## src/hdl/olst_pkg.sv

```systemverilog
// Shared types and constants for the ordered list engine.
// No dependencies; the datapath, controller and engine core in hdl/ import this package.
`default_nettype none

package olst_pkg;

  // default store depth
  localparam int OLST_CAPACITY = 64;

  // command opcodes (code 7 is unused and leaves the list unchanged)
  localparam logic [2:0] OP_PUSH_FRONT = 3'd0;
  localparam logic [2:0] OP_PUSH_BACK  = 3'd1;
  localparam logic [2:0] OP_POP_FRONT  = 3'd2;
  localparam logic [2:0] OP_POP_BACK   = 3'd3;
  localparam logic [2:0] OP_REMOVE     = 3'd4;
  localparam logic [2:0] OP_FIND       = 3'd5;
  localparam logic [2:0] OP_REVERSE    = 3'd6;

  // result status codes
  typedef enum logic [1:0] {
    ST_OK       = 2'd0,
    ST_EMPTY    = 2'd1,
    ST_NOTFOUND = 2'd2,
    ST_FULL     = 2'd3
  } status_t;

  // datapath commands issued by the controller, one per cycle
  typedef enum logic [3:0] {
    CMD_NONE,
    CMD_LOAD,
    CMD_PUSH,
    CMD_SET_FULL,
    CMD_SET_EMPTY,
    CMD_SET_NOTFOUND,
    CMD_POP_ADDR,
    CMD_POP_TAKE,
    CMD_SRCH_ADDR,
    CMD_SRCH_HIT,
    CMD_SRCH_NEXT,
    CMD_SH_RD,
    CMD_SH_WR,
    CMD_REM_END,
    CMD_REVERSE,
    CMD_EMIT
  } cmd_t;

  // datapath status flags seen by the controller
  typedef struct packed {
    logic [2:0] op;          // latched opcode
    logic       full;        // count equals capacity
    logic       empty;       // count is zero
    logic       hit;         // read data equals search value
    logic       last_idx;    // search index is the last entry
    logic       off_zero;    // removal offset is the physical front
    logic       shift_more;  // an entry follows the removal offset
    logic       shift_next;  // another entry follows after this shift step
    logic       out_free;    // result register can take a beat
  } dp_stat_t;

endpackage

`default_nettype wire

```

## src/hdl/olst_if.sv

```systemverilog
// Handshake channels of the ordered list engine: command in, result out.
// Depends on nothing; valid/ready with the payload fields of one beat.
`default_nettype none

interface olst_cmd_if;
  logic              valid;
  logic              ready;
  logic [2:0]        opcode;
  logic signed [31:0] value;

  modport source (output valid, output opcode, output value, input ready);
  modport sink   (input valid, input opcode, input value, output ready);
endinterface

interface olst_res_if;
  logic               valid;
  logic               ready;
  logic [1:0]         status;
  logic signed [31:0] data;
  logic [5:0]         position;
  logic [6:0]         entry_count;

  modport source (output valid, output status, output data, output position,
                  output entry_count, input ready);
  modport sink   (input valid, input status, input data, input position,
                  input entry_count, output ready);
endinterface

`default_nettype wire

```

## src/hdl/olst_ram.sv

```systemverilog
// Generic single-write, single-read RAM with registered read data.
// No dependencies; contents are undefined until written.
`default_nettype none

module olst_ram #(
  parameter int WIDTH = 32,
  parameter int DEPTH = 64
) (
  input  logic                     clk,
  input  logic                     we,
  input  logic [$clog2(DEPTH)-1:0] waddr,
  input  logic [WIDTH-1:0]         wdata,
  input  logic [$clog2(DEPTH)-1:0] raddr,
  output logic [WIDTH-1:0]         rdata
);

  logic [WIDTH-1:0] mem [DEPTH];
  logic [WIDTH-1:0] rdata_r;

  // write port and registered read port
  always_ff @(posedge clk) begin
    if (we) begin
      mem[waddr] <= wdata;
    end
    rdata_r <= mem[raddr];
  end

  assign rdata = rdata_r;

endmodule

`default_nettype wire

```

## src/hdl/olst_datapath.sv

```systemverilog
// Datapath: circular store, front/count/direction registers, search and
// shift address generation, result register. Uses olst_pkg and olst_ram.
`default_nettype none

module olst_datapath #(
  parameter int CAPACITY = olst_pkg::OLST_CAPACITY
) (
  input  logic               clk,
  input  logic               rst_n,
  input  olst_pkg::cmd_t     cmd,
  output olst_pkg::dp_stat_t stat,
  input  logic [2:0]         in_opcode,
  input  logic signed [31:0] in_value,
  output logic               out_valid,
  input  logic               out_ready,
  output logic [1:0]         out_status,
  output logic signed [31:0] out_data,
  output logic [5:0]         out_position,
  output logic [6:0]         out_entry_count
);
  import olst_pkg::*;

  localparam int AW = $clog2(CAPACITY);
  localparam int CW = $clog2(CAPACITY + 1);
  localparam logic [AW:0]   CAP_W = (AW+1)'(CAPACITY);
  localparam logic [CW-1:0] CAP_C = CW'(CAPACITY);

  // physical slot of offset off from base, modulo the capacity
  function automatic logic [AW-1:0] wrap_add(input logic [AW-1:0] base,
                                             input logic [AW-1:0] off);
    logic [AW:0] s;
    s = {1'b0, base} + {1'b0, off};
    if (s >= CAP_W) begin
      s = s - CAP_W;
    end
    return s[AW-1:0];
  endfunction

  // control state
  logic [AW-1:0] front_r;
  logic [CW-1:0] cnt_r;
  logic          rev_r;
  logic          out_valid_r;

  // per-command working registers
  logic [2:0]         op_r;
  logic signed [31:0] val_r;
  logic [CW-1:0]      idx_r;
  logic [AW-1:0]      off_r;
  status_t            status_r;
  logic signed [31:0] data_r;
  logic [5:0]         pos_r;

  // result register
  logic [1:0]         res_status_r;
  logic signed [31:0] res_data_r;
  logic [5:0]         res_pos_r;
  logic [6:0]         res_cnt_r;

  // store ports
  logic          we;
  logic [AW-1:0] waddr;
  logic [31:0]   wdata;
  logic [AW-1:0] raddr;
  logic [31:0]   rdata;

  logic [CW-1:0] cnt_m1;
  logic [CW-1:0] log_off;
  logic [CW-1:0] pop_off;
  logic          push_front_side;
  logic [AW-1:0] front_dec;
  logic [AW-1:0] front_inc;
  logic [AW-1:0] off_p1;
  logic [CW:0]   off_ext;
  logic          out_free;

  // address arithmetic
  always_comb begin
    cnt_m1          = cnt_r - 1'b1;
    log_off         = rev_r ? (cnt_m1 - idx_r) : idx_r;
    pop_off         = ((op_r == OP_POP_FRONT) != rev_r) ? '0 : cnt_m1;
    push_front_side = (op_r == OP_PUSH_FRONT) != rev_r;
    front_dec       = (front_r == '0) ? AW'(CAPACITY - 1) : front_r - 1'b1;
    front_inc       = (front_r == AW'(CAPACITY - 1)) ? '0 : front_r + 1'b1;
    off_p1          = off_r + 1'b1;
    off_ext         = (CW+1)'(off_r);
    out_free        = !out_valid_r || out_ready;
  end

  // store read address
  always_comb begin
    unique case (cmd)
      CMD_POP_ADDR:  raddr = wrap_add(front_r, pop_off[AW-1:0]);
      CMD_SRCH_ADDR: raddr = wrap_add(front_r, log_off[AW-1:0]);
      default:       raddr = wrap_add(front_r, off_p1);
    endcase
  end

  // store write: push, or closing up after a middle removal
  always_comb begin
    we    = (cmd == CMD_PUSH) || (cmd == CMD_SH_WR);
    waddr = wrap_add(front_r, off_r);
    wdata = rdata;
    if (cmd == CMD_PUSH) begin
      waddr = push_front_side ? front_dec : wrap_add(front_r, cnt_r[AW-1:0]);
      wdata = val_r;
    end
  end

  olst_ram #(
    .WIDTH (32),
    .DEPTH (CAPACITY)
  ) u_store (
    .clk   (clk),
    .we    (we),
    .waddr (waddr),
    .wdata (wdata),
    .raddr (raddr),
    .rdata (rdata)
  );

  // status to the controller
  always_comb begin
    stat.op         = op_r;
    stat.full       = cnt_r == CAP_C;
    stat.empty      = cnt_r == '0;
    stat.hit        = rdata == val_r;
    stat.last_idx   = idx_r == cnt_m1;
    stat.off_zero   = off_r == '0;
    stat.shift_more = (off_ext + 1'b1) < (CW+1)'(cnt_r);
    stat.shift_next = (off_ext + 2'd2) < (CW+1)'(cnt_r);
    stat.out_free   = out_free;
  end

  // list state and result valid
  always_ff @(posedge clk) begin
    if (!rst_n) begin
      front_r     <= '0;
      cnt_r       <= '0;
      rev_r       <= 1'b0;
      out_valid_r <= 1'b0;
    end else begin
      unique case (cmd)
        CMD_PUSH: begin
          if (push_front_side) begin
            front_r <= front_dec;
          end
          cnt_r <= cnt_r + 1'b1;
        end
        CMD_REM_END: begin
          cnt_r <= cnt_m1;
          if (cnt_m1 == '0) begin
            front_r <= '0;
          end else if (off_r == '0) begin
            front_r <= front_inc;
          end
        end
        CMD_REVERSE: begin
          if (cnt_r > CW'(1)) begin
            rev_r <= ~rev_r;
          end
        end
        default: ;
      endcase
      if (cmd == CMD_EMIT) begin
        out_valid_r <= 1'b1;
      end else if (out_ready) begin
        out_valid_r <= 1'b0;
      end
    end
  end

  // working registers and result payload
  always_ff @(posedge clk) begin
    unique case (cmd)
      CMD_LOAD: begin
        op_r     <= in_opcode;
        val_r    <= in_value;
        idx_r    <= '0;
        status_r <= ST_OK;
        data_r   <= '0;
        pos_r    <= '0;
      end
      CMD_SET_FULL:     status_r <= ST_FULL;
      CMD_SET_EMPTY:    status_r <= ST_EMPTY;
      CMD_SET_NOTFOUND: status_r <= ST_NOTFOUND;
      CMD_POP_ADDR:     off_r    <= pop_off[AW-1:0];
      CMD_POP_TAKE:     data_r   <= rdata;
      CMD_SRCH_ADDR:    off_r    <= log_off[AW-1:0];
      CMD_SRCH_HIT: begin
        data_r <= val_r;
        pos_r  <= 6'(idx_r);
      end
      CMD_SRCH_NEXT:    idx_r    <= idx_r + 1'b1;
      CMD_SH_WR:        off_r    <= off_p1;
      CMD_EMIT: begin
        res_status_r <= status_r;
        res_data_r   <= data_r;
        res_pos_r    <= pos_r;
        res_cnt_r    <= 7'(cnt_r);
      end
      default: ;
    endcase
  end

  assign out_valid       = out_valid_r;
  assign out_status      = res_status_r;
  assign out_data        = res_data_r;
  assign out_position    = res_pos_r;
  assign out_entry_count = res_cnt_r;

  // checks
  a_cnt_bound: assert property (@(posedge clk) disable iff (!rst_n)
    cnt_r <= CAP_C) else $error("entry count above capacity");

  a_empty_front: assert property (@(posedge clk) disable iff (!rst_n)
    cnt_r == '0 |-> front_r == '0) else $error("empty list with moved front");

  a_emit_free: assert property (@(posedge clk) disable iff (!rst_n)
    cmd == CMD_EMIT |-> out_free) else $error("result overwritten");

  a_push_room: assert property (@(posedge clk) disable iff (!rst_n)
    cmd == CMD_PUSH |-> cnt_r != CAP_C) else $error("push into full store");

endmodule

`default_nettype wire

```

## src/hdl/olst_ctrl.sv

```systemverilog
// Controller: sequences one command beat through dispatch, search, shift
// and result stages. Uses olst_pkg; drives olst_datapath commands.
`default_nettype none

module olst_ctrl (
  input  logic               clk,
  input  logic               rst_n,
  input  logic               in_valid,
  output logic               in_ready,
  output olst_pkg::cmd_t     cmd,
  input  olst_pkg::dp_stat_t stat
);
  import olst_pkg::*;

  typedef enum logic [3:0] {
    S_IDLE,
    S_DISPATCH,
    S_POP_TAKE,
    S_SRCH_ADDR,
    S_SRCH_CMP,
    S_SH_RD,
    S_SH_WR,
    S_REM_END,
    S_FINISH
  } state_t;

  state_t state_r;
  state_t state_nxt;

  // next state and command for this cycle
  always_comb begin
    state_nxt = state_r;
    cmd       = CMD_NONE;
    unique case (state_r)
      S_IDLE: begin
        if (in_valid) begin
          cmd       = CMD_LOAD;
          state_nxt = S_DISPATCH;
        end
      end
      S_DISPATCH: begin
        state_nxt = S_FINISH;
        unique case (stat.op)
          OP_PUSH_FRONT, OP_PUSH_BACK: begin
            cmd = stat.full ? CMD_SET_FULL : CMD_PUSH;
          end
          OP_POP_FRONT, OP_POP_BACK: begin
            if (stat.empty) begin
              cmd = CMD_SET_EMPTY;
            end else begin
              cmd       = CMD_POP_ADDR;
              state_nxt = S_POP_TAKE;
            end
          end
          OP_REMOVE, OP_FIND: begin
            if (stat.empty) begin
              cmd = CMD_SET_NOTFOUND;
            end else begin
              cmd       = CMD_SRCH_ADDR;
              state_nxt = S_SRCH_CMP;
            end
          end
          OP_REVERSE: cmd = CMD_REVERSE;
          default:    cmd = CMD_NONE;
        endcase
      end
      // pops take an end entry, so nothing needs closing up
      S_POP_TAKE: begin
        cmd       = CMD_POP_TAKE;
        state_nxt = S_REM_END;
      end
      S_SRCH_ADDR: begin
        cmd       = CMD_SRCH_ADDR;
        state_nxt = S_SRCH_CMP;
      end
      S_SRCH_CMP: begin
        if (stat.hit) begin
          cmd = CMD_SRCH_HIT;
          if (stat.op != OP_REMOVE) begin
            state_nxt = S_FINISH;
          end else if (stat.off_zero || !stat.shift_more) begin
            state_nxt = S_REM_END;
          end else begin
            state_nxt = S_SH_RD;
          end
        end else if (stat.last_idx) begin
          cmd       = CMD_SET_NOTFOUND;
          state_nxt = S_FINISH;
        end else begin
          cmd       = CMD_SRCH_NEXT;
          state_nxt = S_SRCH_ADDR;
        end
      end
      S_SH_RD: begin
        cmd       = CMD_SH_RD;
        state_nxt = S_SH_WR;
      end
      S_SH_WR: begin
        cmd       = CMD_SH_WR;
        state_nxt = stat.shift_next ? S_SH_RD : S_REM_END;
      end
      S_REM_END: begin
        cmd       = CMD_REM_END;
        state_nxt = S_FINISH;
      end
      S_FINISH: begin
        if (stat.out_free) begin
          cmd       = CMD_EMIT;
          state_nxt = S_IDLE;
        end
      end
      default: state_nxt = S_IDLE;
    endcase
  end

  // state register
  always_ff @(posedge clk) begin
    if (!rst_n) begin
      state_r <= S_IDLE;
    end else begin
      state_r <= state_nxt;
    end
  end

  assign in_ready = state_r == S_IDLE;

  // checks
  a_shift_remove: assert property (@(posedge clk) disable iff (!rst_n)
    state_r == S_SH_WR |-> stat.op == OP_REMOVE) else $error("shift outside remove");

  a_wr_after_rd: assert property (@(posedge clk) disable iff (!rst_n)
    state_r == S_SH_WR |-> $past(state_r) == S_SH_RD) else $error("shift write without read");

  a_emit_idle: assert property (@(posedge clk) disable iff (!rst_n)
    cmd == CMD_EMIT |=> state_r == S_IDLE) else $error("no return to idle after result");

endmodule

`default_nettype wire

```

## src/hdl/ordered_list_engine_core.sv

```systemverilog
// Ordered list engine: bounded deque of signed 32-bit values with find/remove.
// Push, reverse and the empty or full cases go from dispatch straight to the result beat;
// pops read the end entry, then take it; find reads and compares each entry examined in
// turn; remove then reads and rewrites each entry it closes up, via the single store read port.
// One command at a time; the next is taken once the result sits in the output register.
// Reset (rst_n low, synchronous) empties the list and clears direction; store data is not cleared.
`default_nettype none

module ordered_list_engine_core #(
  parameter int CAPACITY = olst_pkg::OLST_CAPACITY
) (
  input  logic      clk,
  input  logic      rst_n,
  olst_cmd_if.sink  in_cmd,
  olst_res_if.source out_res
);
  import olst_pkg::*;

  cmd_t     cmd;
  dp_stat_t stat;
  logic     in_ready;

  olst_ctrl u_ctrl (
    .clk      (clk),
    .rst_n    (rst_n),
    .in_valid (in_cmd.valid),
    .in_ready (in_ready),
    .cmd      (cmd),
    .stat     (stat)
  );

  olst_datapath #(
    .CAPACITY (CAPACITY)
  ) u_datapath (
    .clk             (clk),
    .rst_n           (rst_n),
    .cmd             (cmd),
    .stat            (stat),
    .in_opcode       (in_cmd.opcode),
    .in_value        (in_cmd.value),
    .out_valid       (out_res.valid),
    .out_ready       (out_res.ready),
    .out_status      (out_res.status),
    .out_data        (out_res.data),
    .out_position    (out_res.position),
    .out_entry_count (out_res.entry_count)
  );

  assign in_cmd.ready = in_ready;

endmodule

`default_nettype wire

```

## src/flat_wrapper.sv

```systemverilog
// flat-port wrapper written by rule: the top's interface ports become plain ports
module ordered_list_engine_core_flat import olst_pkg::*;
#(
  parameter int CAPACITY = olst_pkg::OLST_CAPACITY
)
  (clk, rst_n, in_cmd_valid, in_cmd_opcode, in_cmd_value, in_cmd_ready, out_res_valid, out_res_status, out_res_data, out_res_position, out_res_entry_count, out_res_ready);
  olst_cmd_if in_cmd_i ();
  olst_res_if out_res_i ();
  input  logic clk;
  input  logic rst_n;
  input wire logic [$bits(in_cmd_i.valid)-1:0] in_cmd_valid;
  input wire logic [$bits(in_cmd_i.opcode)-1:0] in_cmd_opcode;
  input wire logic [$bits(in_cmd_i.value)-1:0] in_cmd_value;
  output wire logic [$bits(in_cmd_i.ready)-1:0] in_cmd_ready;
  output wire logic [$bits(out_res_i.valid)-1:0] out_res_valid;
  output wire logic [$bits(out_res_i.status)-1:0] out_res_status;
  output wire logic [$bits(out_res_i.data)-1:0] out_res_data;
  output wire logic [$bits(out_res_i.position)-1:0] out_res_position;
  output wire logic [$bits(out_res_i.entry_count)-1:0] out_res_entry_count;
  input wire logic [$bits(out_res_i.ready)-1:0] out_res_ready;
  assign in_cmd_i.valid = in_cmd_valid;
  assign in_cmd_i.opcode = in_cmd_opcode;
  assign in_cmd_i.value = in_cmd_value;
  assign in_cmd_ready = in_cmd_i.ready;
  assign out_res_valid = out_res_i.valid;
  assign out_res_status = out_res_i.status;
  assign out_res_data = out_res_i.data;
  assign out_res_position = out_res_i.position;
  assign out_res_entry_count = out_res_i.entry_count;
  assign out_res_i.ready = out_res_ready;
  ordered_list_engine_core #(.CAPACITY(CAPACITY)) u_core (.clk(clk), .rst_n(rst_n), .in_cmd(in_cmd_i), .out_res(out_res_i));
endmodule
```

## config.mk

```make
export PLATFORM = sky130hd
export DESIGN_NAME = ordered_list_engine_core_flat
export DESIGN_NICKNAME = d
export VERILOG_FILES = /design/src/hdl/olst_pkg.sv /design/src/hdl/olst_if.sv /design/src/hdl/olst_ram.sv /design/src/hdl/olst_datapath.sv /design/src/hdl/olst_ctrl.sv /design/src/hdl/ordered_list_engine_core.sv /design/src/flat_wrapper.sv
export SDC_FILE = /design/constraint.sdc
export NUM_CORES = 2
export LEC_CHECK = 0
export BUFFER_PORTS_ARGS = -buffer_cell sky130_fd_sc_hd__buf_2
export CAP_MARGIN = 20
export CORE_ASPECT_RATIO = 0.5
export CORE_MARGIN = 2
export CORE_UTILIZATION = 28
export CTS_BUF_LIST = sky130_fd_sc_hd__clkbuf_16
export CTS_CLUSTER_DIAMETER = 50
export CTS_CLUSTER_SIZE = 24
export DETAILED_ROUTE_END_ITERATION = 16
export PLACE_DENSITY = 0.45
export SETUP_SLACK_MARGIN = 0.3
export SYNTH_ARGS = -nofsm -noshare
export SYNTH_HDL_FRONTEND = slang
export SYNTH_SLANG_ARGS = --single-unit
```

## constraint.sdc

```tcl
create_clock -name clk -period 8.1 [get_ports clk]
set_input_delay 1.62 -clock clk [delete_from_list [all_inputs] [get_ports clk]]
set_output_delay 1.62 -clock clk [all_outputs]
set_load 0.02 [all_outputs]
```

==> results.sh <==
export IMPL_dp_slack_ns=0.393
export IMPL_syn_area_per_cell_um2=21.8
export IMPL_vias=43500
export IMPL_p_int_uw=23200
export IMPL_post_route_util_pct=32.6
export IMPL_cts_tree="built"
export IMPL_drtIter0Drc=5241
export IMPL_hold_start="u_core.u_datapath.data_r[31]$_DFFE_PP_"
export IMPL_max_freq_ghz=0.135
export IMPL_whs_path_depth=0
export IMPL_regToRegSetupSlack_ns=0.71
export IMPL_power_share_clock_pct=26.0
export IMPL_whs_endpoint="u_core.u_datapath.out_data[31]$_DFFE_PP_"
export IMPL_tightestPinTransition_ns=1.19
export IMPL_synthAdderAreaFrac_pct=0.746
export IMPL_die_h_um=400
export IMPL_viasPerCell=5.04
export IMPL_cp_required_ns=8.77
export IMPL_cts_sinks=2234
export IMPL_fp_dieW_um=796
export IMPL_power_frac_comb_pct=30.6
export IMPL_core_mm2=0.312
export IMPL_htree_num_levels=4
export IMPL_synth_top_family_by_area="multiplexers"
export IMPL_yosys_warnings=0
export IMPL_hpwl_um=157000
export IMPL_p_per_area_mw_per_mm2=341
export IMPL_synth_compound_area_share_pct=2.10
export IMPL_syn_area_mm2=0.0879
export IMPL_maxSlewHeadroom_pct=20.6
export IMPL_clockBufferDepth=4
export IMPL_p_leak_uw=0.0312
export IMPL_path_cells="inv_1 -> ha_1 -> nor3b_1 -> xnor2_1 -> inv_1 -> ha_1 -> nand3_1 -> nor2_1 -> nand3_2 -> a211oi_1 -> a21o_1 -> nand2_1 -> or2_2 -> a21oi_2 -> o221ai_1 -> ha_4 -> fa_4 -> buf_4 -> buf_12 -> buf_4 -> mux4_2 -> mux4_2 -> nand4_1 -> nand4_1"
export IMPL_rr_startpoint="u_core.u_datapath.cnt_r[1]$_SDFFE_PN0P_"
export IMPL_async_flop_share_pct=0
export IMPL_antenna_found_initial=11
export IMPL_grt_pass1_vias=43900
export IMPL_setup_viol=0
export IMPL_crit_path_max_fanout=29
export IMPL_cts_inserted_buffers=170
export IMPL_synth_simple_gate_area_share_pct=2.90
export IMPL_cpPeakStageDelay_ns=0.98
export IMPL_post_route_period_util_pct=91.2
export IMPL_nets=4380
export IMPL_cp_top_family="adder cells"
export IMPL_ios=88
export IMPL_syn_nets=4116
export IMPL_drv_slew=0
export IMPL_synth_seq_area_share_pct=75.8
export IMPL_r2r_cells=24
export IMPL_hold_slack_ns=0.408
export IMPL_final_area_mm2=0.102
export IMPL_fillCellCount=29300
export IMPL_synth_distinct_cells=79
export IMPL_grt_overflow=0
export IMPL_route_detailed_drc=0
export IMPL_hp_class="reg2reg"
export IMPL_synthCells=4027
export IMPL_critical_path_buf_inv_count=5
export IMPL_pwr_share_seq_pct=43.4
export IMPL_ant_nets=0
export IMPL_swShare_pct=33.3
export IMPL_finalWirelength_um=262000
export IMPL_worstReg2RegEnd="u_core.u_datapath.u_store.rdata[20]$_DFF_P_"
export IMPL_wl_per_cell_um=30.4
export IMPL_drtPass1Iterations=5
export IMPL_critical_path_startpoint_type="flop"
export IMPL_grt_pass1_wl_um=360000
export IMPL_p_sw_uw=11600
export IMPL_layout_min_cycle_time_ns=7.39
export IMPL_outcome="finished clean"
export IMPL_insertion_delay_ns=0.86
export IMPL_grt_max_degree=74
export IMPL_vdd_ir_drop_worst_mv=0.255
export IMPL_io_buffers=87
export IMPL_postLayoutSetupSlackWorst_ns=0.709
export IMPL_synthToLayoutAreaGrowth_pct=15.9
export IMPL_rsz0062_at_grt="false"
export IMPL_crit_path_end_kind="flop"
export IMPL_clkTransAtPathRegs_ns=0.08
export IMPL_synthMuxAreaShare_pct=16.4
export IMPL_gp_routability_congestion=0.785
export IMPL_drive_gt1_share_pct=31.6
export IMPL_place_area_mm2=0.0957
export IMPL_max_cap_viol_count=0
export IMPL_synth_xor_area_share_pct=0.773
export IMPL_die_area_mm2=0.319
export IMPL_ys_flop_type="edfxtp_1"
export IMPL_grt_util_all_layers_pct=16.1
export IMPL_crit_arrival_ns=8.06
export IMPL_cpMaxStageDelayCell="fa_4"
export IMPL_final_setup_tns_ns=0
export IMPL_rows=145
export IMPL_hold_viol=0
export IMPL_skew_ns=0.0986
export IMPL_initial_core_util_pct=28.1
export IMPL_synth_seq_cells=2234
export IMPL_cts_root_buf="clkbuf_16"
export IMPL_critical_path_class="reg2reg"
export IMPL_synth_edf_count=2183
## power by group through the flow
stage	sequential, µW	clock, µW	combinational, µW
final	15100	9040	10600
after global routing	15100	9690	11300
after CTS	15100	9280	10500
after detailed placement	15400	0	10500
after global placement	15400	0	10200
after floorplan	15200	0	6050
## layout make-up
| type | count | area (µm²) | area share (%) |
|---|---|---|---|
| clock inverter | 133 | 1540 | 1.51 |
| tap | 4189 | 5240 | 5.15 |
| multi-input combinational | 1520 | 20800 | 20.5 |
| timing repair buffer | 326 | 3150 | 3.10 |
| inverter | 39 | 146 | 0.144 |
| antenna | 3 | 7.51 | 0.00737 |
| sequential | 2234 | 66600 | 65.4 |
| clock buffer | 173 | 4330 | 4.25 |
## cells in the mapped netlist (all sizes together), types with 25 or more instances
cell / number / area [µm²]
edfxtp: 2183 / 65600
mux4: 640 / 14400
clkbuf: 151 / 567
nand2: 139 / 522
nor2: 114 / 428
nand4: 111 / 694
buf: 83 / 398
o211ai: 67 / 513
xnor2: 63 / 552
dfxtp: 51 / 1020
ha: 46 / 576
a21oi: 40 / 204
inv: 38 / 143
a22o: 32 / 280
o21ai: 30 / 154
nor3: 25 / 136
## how the worst max path moves through the flow
stage | depth (start not counted) | slack (ns) | startpoint | end
after floorplan | 11 | 1.15 | out_res_ready | u_core.u_datapath.u_store.mem[36][0]$_DFFE_PP_
after global placement | 23 | 0.50 | u_core.u_datapath.cnt_r[1]$_SDFFE_PN0P_ | u_core.u_datapath.u_store.rdata[14]$_DFF_P_
after detailed placement | 23 | 0.39 | u_core.u_datapath.cnt_r[1]$_SDFFE_PN0P_ | u_core.u_datapath.u_store.rdata[14]$_DFF_P_
after CTS | 23 | 0.41 | u_core.u_datapath.cnt_r[1]$_SDFFE_PN0P_ | u_core.u_datapath.u_store.rdata[14]$_DFF_P_
after global routing | 23 | 0.40 | u_core.u_datapath.cnt_r[1]$_SDFFE_PN0P_ | u_core.u_datapath.u_store.rdata[20]$_DFF_P_
final | 24 | 0.71 | u_core.u_datapath.cnt_r[1]$_SDFFE_PN0P_ | u_core.u_datapath.u_store.rdata[20]$_DFF_P_
## placed cells by master, fill, tap and decap left out, types with 24 or more instances in the layout
cell	n
inv_1	44
buf_12	68
nand2_1	107
ha_1	45
nand4_1	111
a22o_1	32
xnor2_1	59
buf_4	166
clkbuf_16	173
inv_6	30
dfxtp_1	50
o211ai_1	65
nor2_4	51
buf_2	87
nand2_2	32
nor2_1	63
edfxtp_1	2183
a21oi_1	39
mux4_2	640
nor3_1	24
o21ai_0	26
## metrics by stage
step                cells  power, µW
finish               8617      34700
global route         8614      36000
CTS                  8599      34900
detailed placement   8293      25900
global placement     8285      25600
floorplan            4027      21200
## kinds of logic after synthesis
family,after synthesis
buffers and inverters,273
AND/OR/NAND/NOR,498
XOR/XNOR,76
AO/OA/AOI/OAI,253
flip-flops,2234
multiplexers,643
adder cells (fa/ha/maj),50
## worst register-to-register path, cell delays in order (launching register included)
cell and delay [ns]:
dfxtp_2 0.39, inv_1 0.17, ha_1 0.30, nor3b_1 0.29
xnor2_1 0.20, inv_1 0.12, ha_1 0.34, nand3_1 0.12
nor2_1 0.18, nand3_2 0.13, a211oi_1 0.26, a21o_1 0.32
nand2_1 0.21, or2_2 0.36, a21oi_2 0.28, o221ai_1 0.22
ha_4 0.22, fa_4 0.98, buf_4 0.30, buf_12 0.26
buf_4 0.30, mux4_2 0.34, mux4_2 0.53, nand4_1 0.29
nand4_1 0.17
## per-layer routing
metal	GRT usage (%)	part of all wire, %
met3	2.87	6.8
met4	3.21	2.0
met1	23.4	45
met5	0	0
met2	25.3	46
## state kept, by name, indices dropped and copies added, names as in the netlist
register                           cells
u_core.u_datapath.status_r             2
u_core.u_datapath.u_store.mem       2048
u_core.u_datapath.out_status           2
u_core.u_datapath.out_data            32
u_core.u_datapath.rev_r                1
u_core.u_datapath.op_r                 3
u_core.u_datapath.front_r              6
u_core.u_datapath.cnt_r                7
u_core.u_datapath.out_entry_count      7
u_core.u_datapath.idx_r                7
u_core.u_datapath.pos_r                6
u_core.u_datapath.data_r              32
u_core.u_datapath.out_position         6
u_core.u_datapath.u_store.rdata       32
u_core.u_datapath.off_r                6
u_core.u_ctrl.state_r                  4
u_core.u_datapath.out_valid            1
u_core.u_datapath.val_r               32
## timing repair
item                       in CTS  in global routing
gates resized for setup         0                  2
hold buffers                    0                  0
setup endpoints to repair       0                 11
setup buffers                   0                  2
Note: power is estimated with default switching activity, not from simulation.
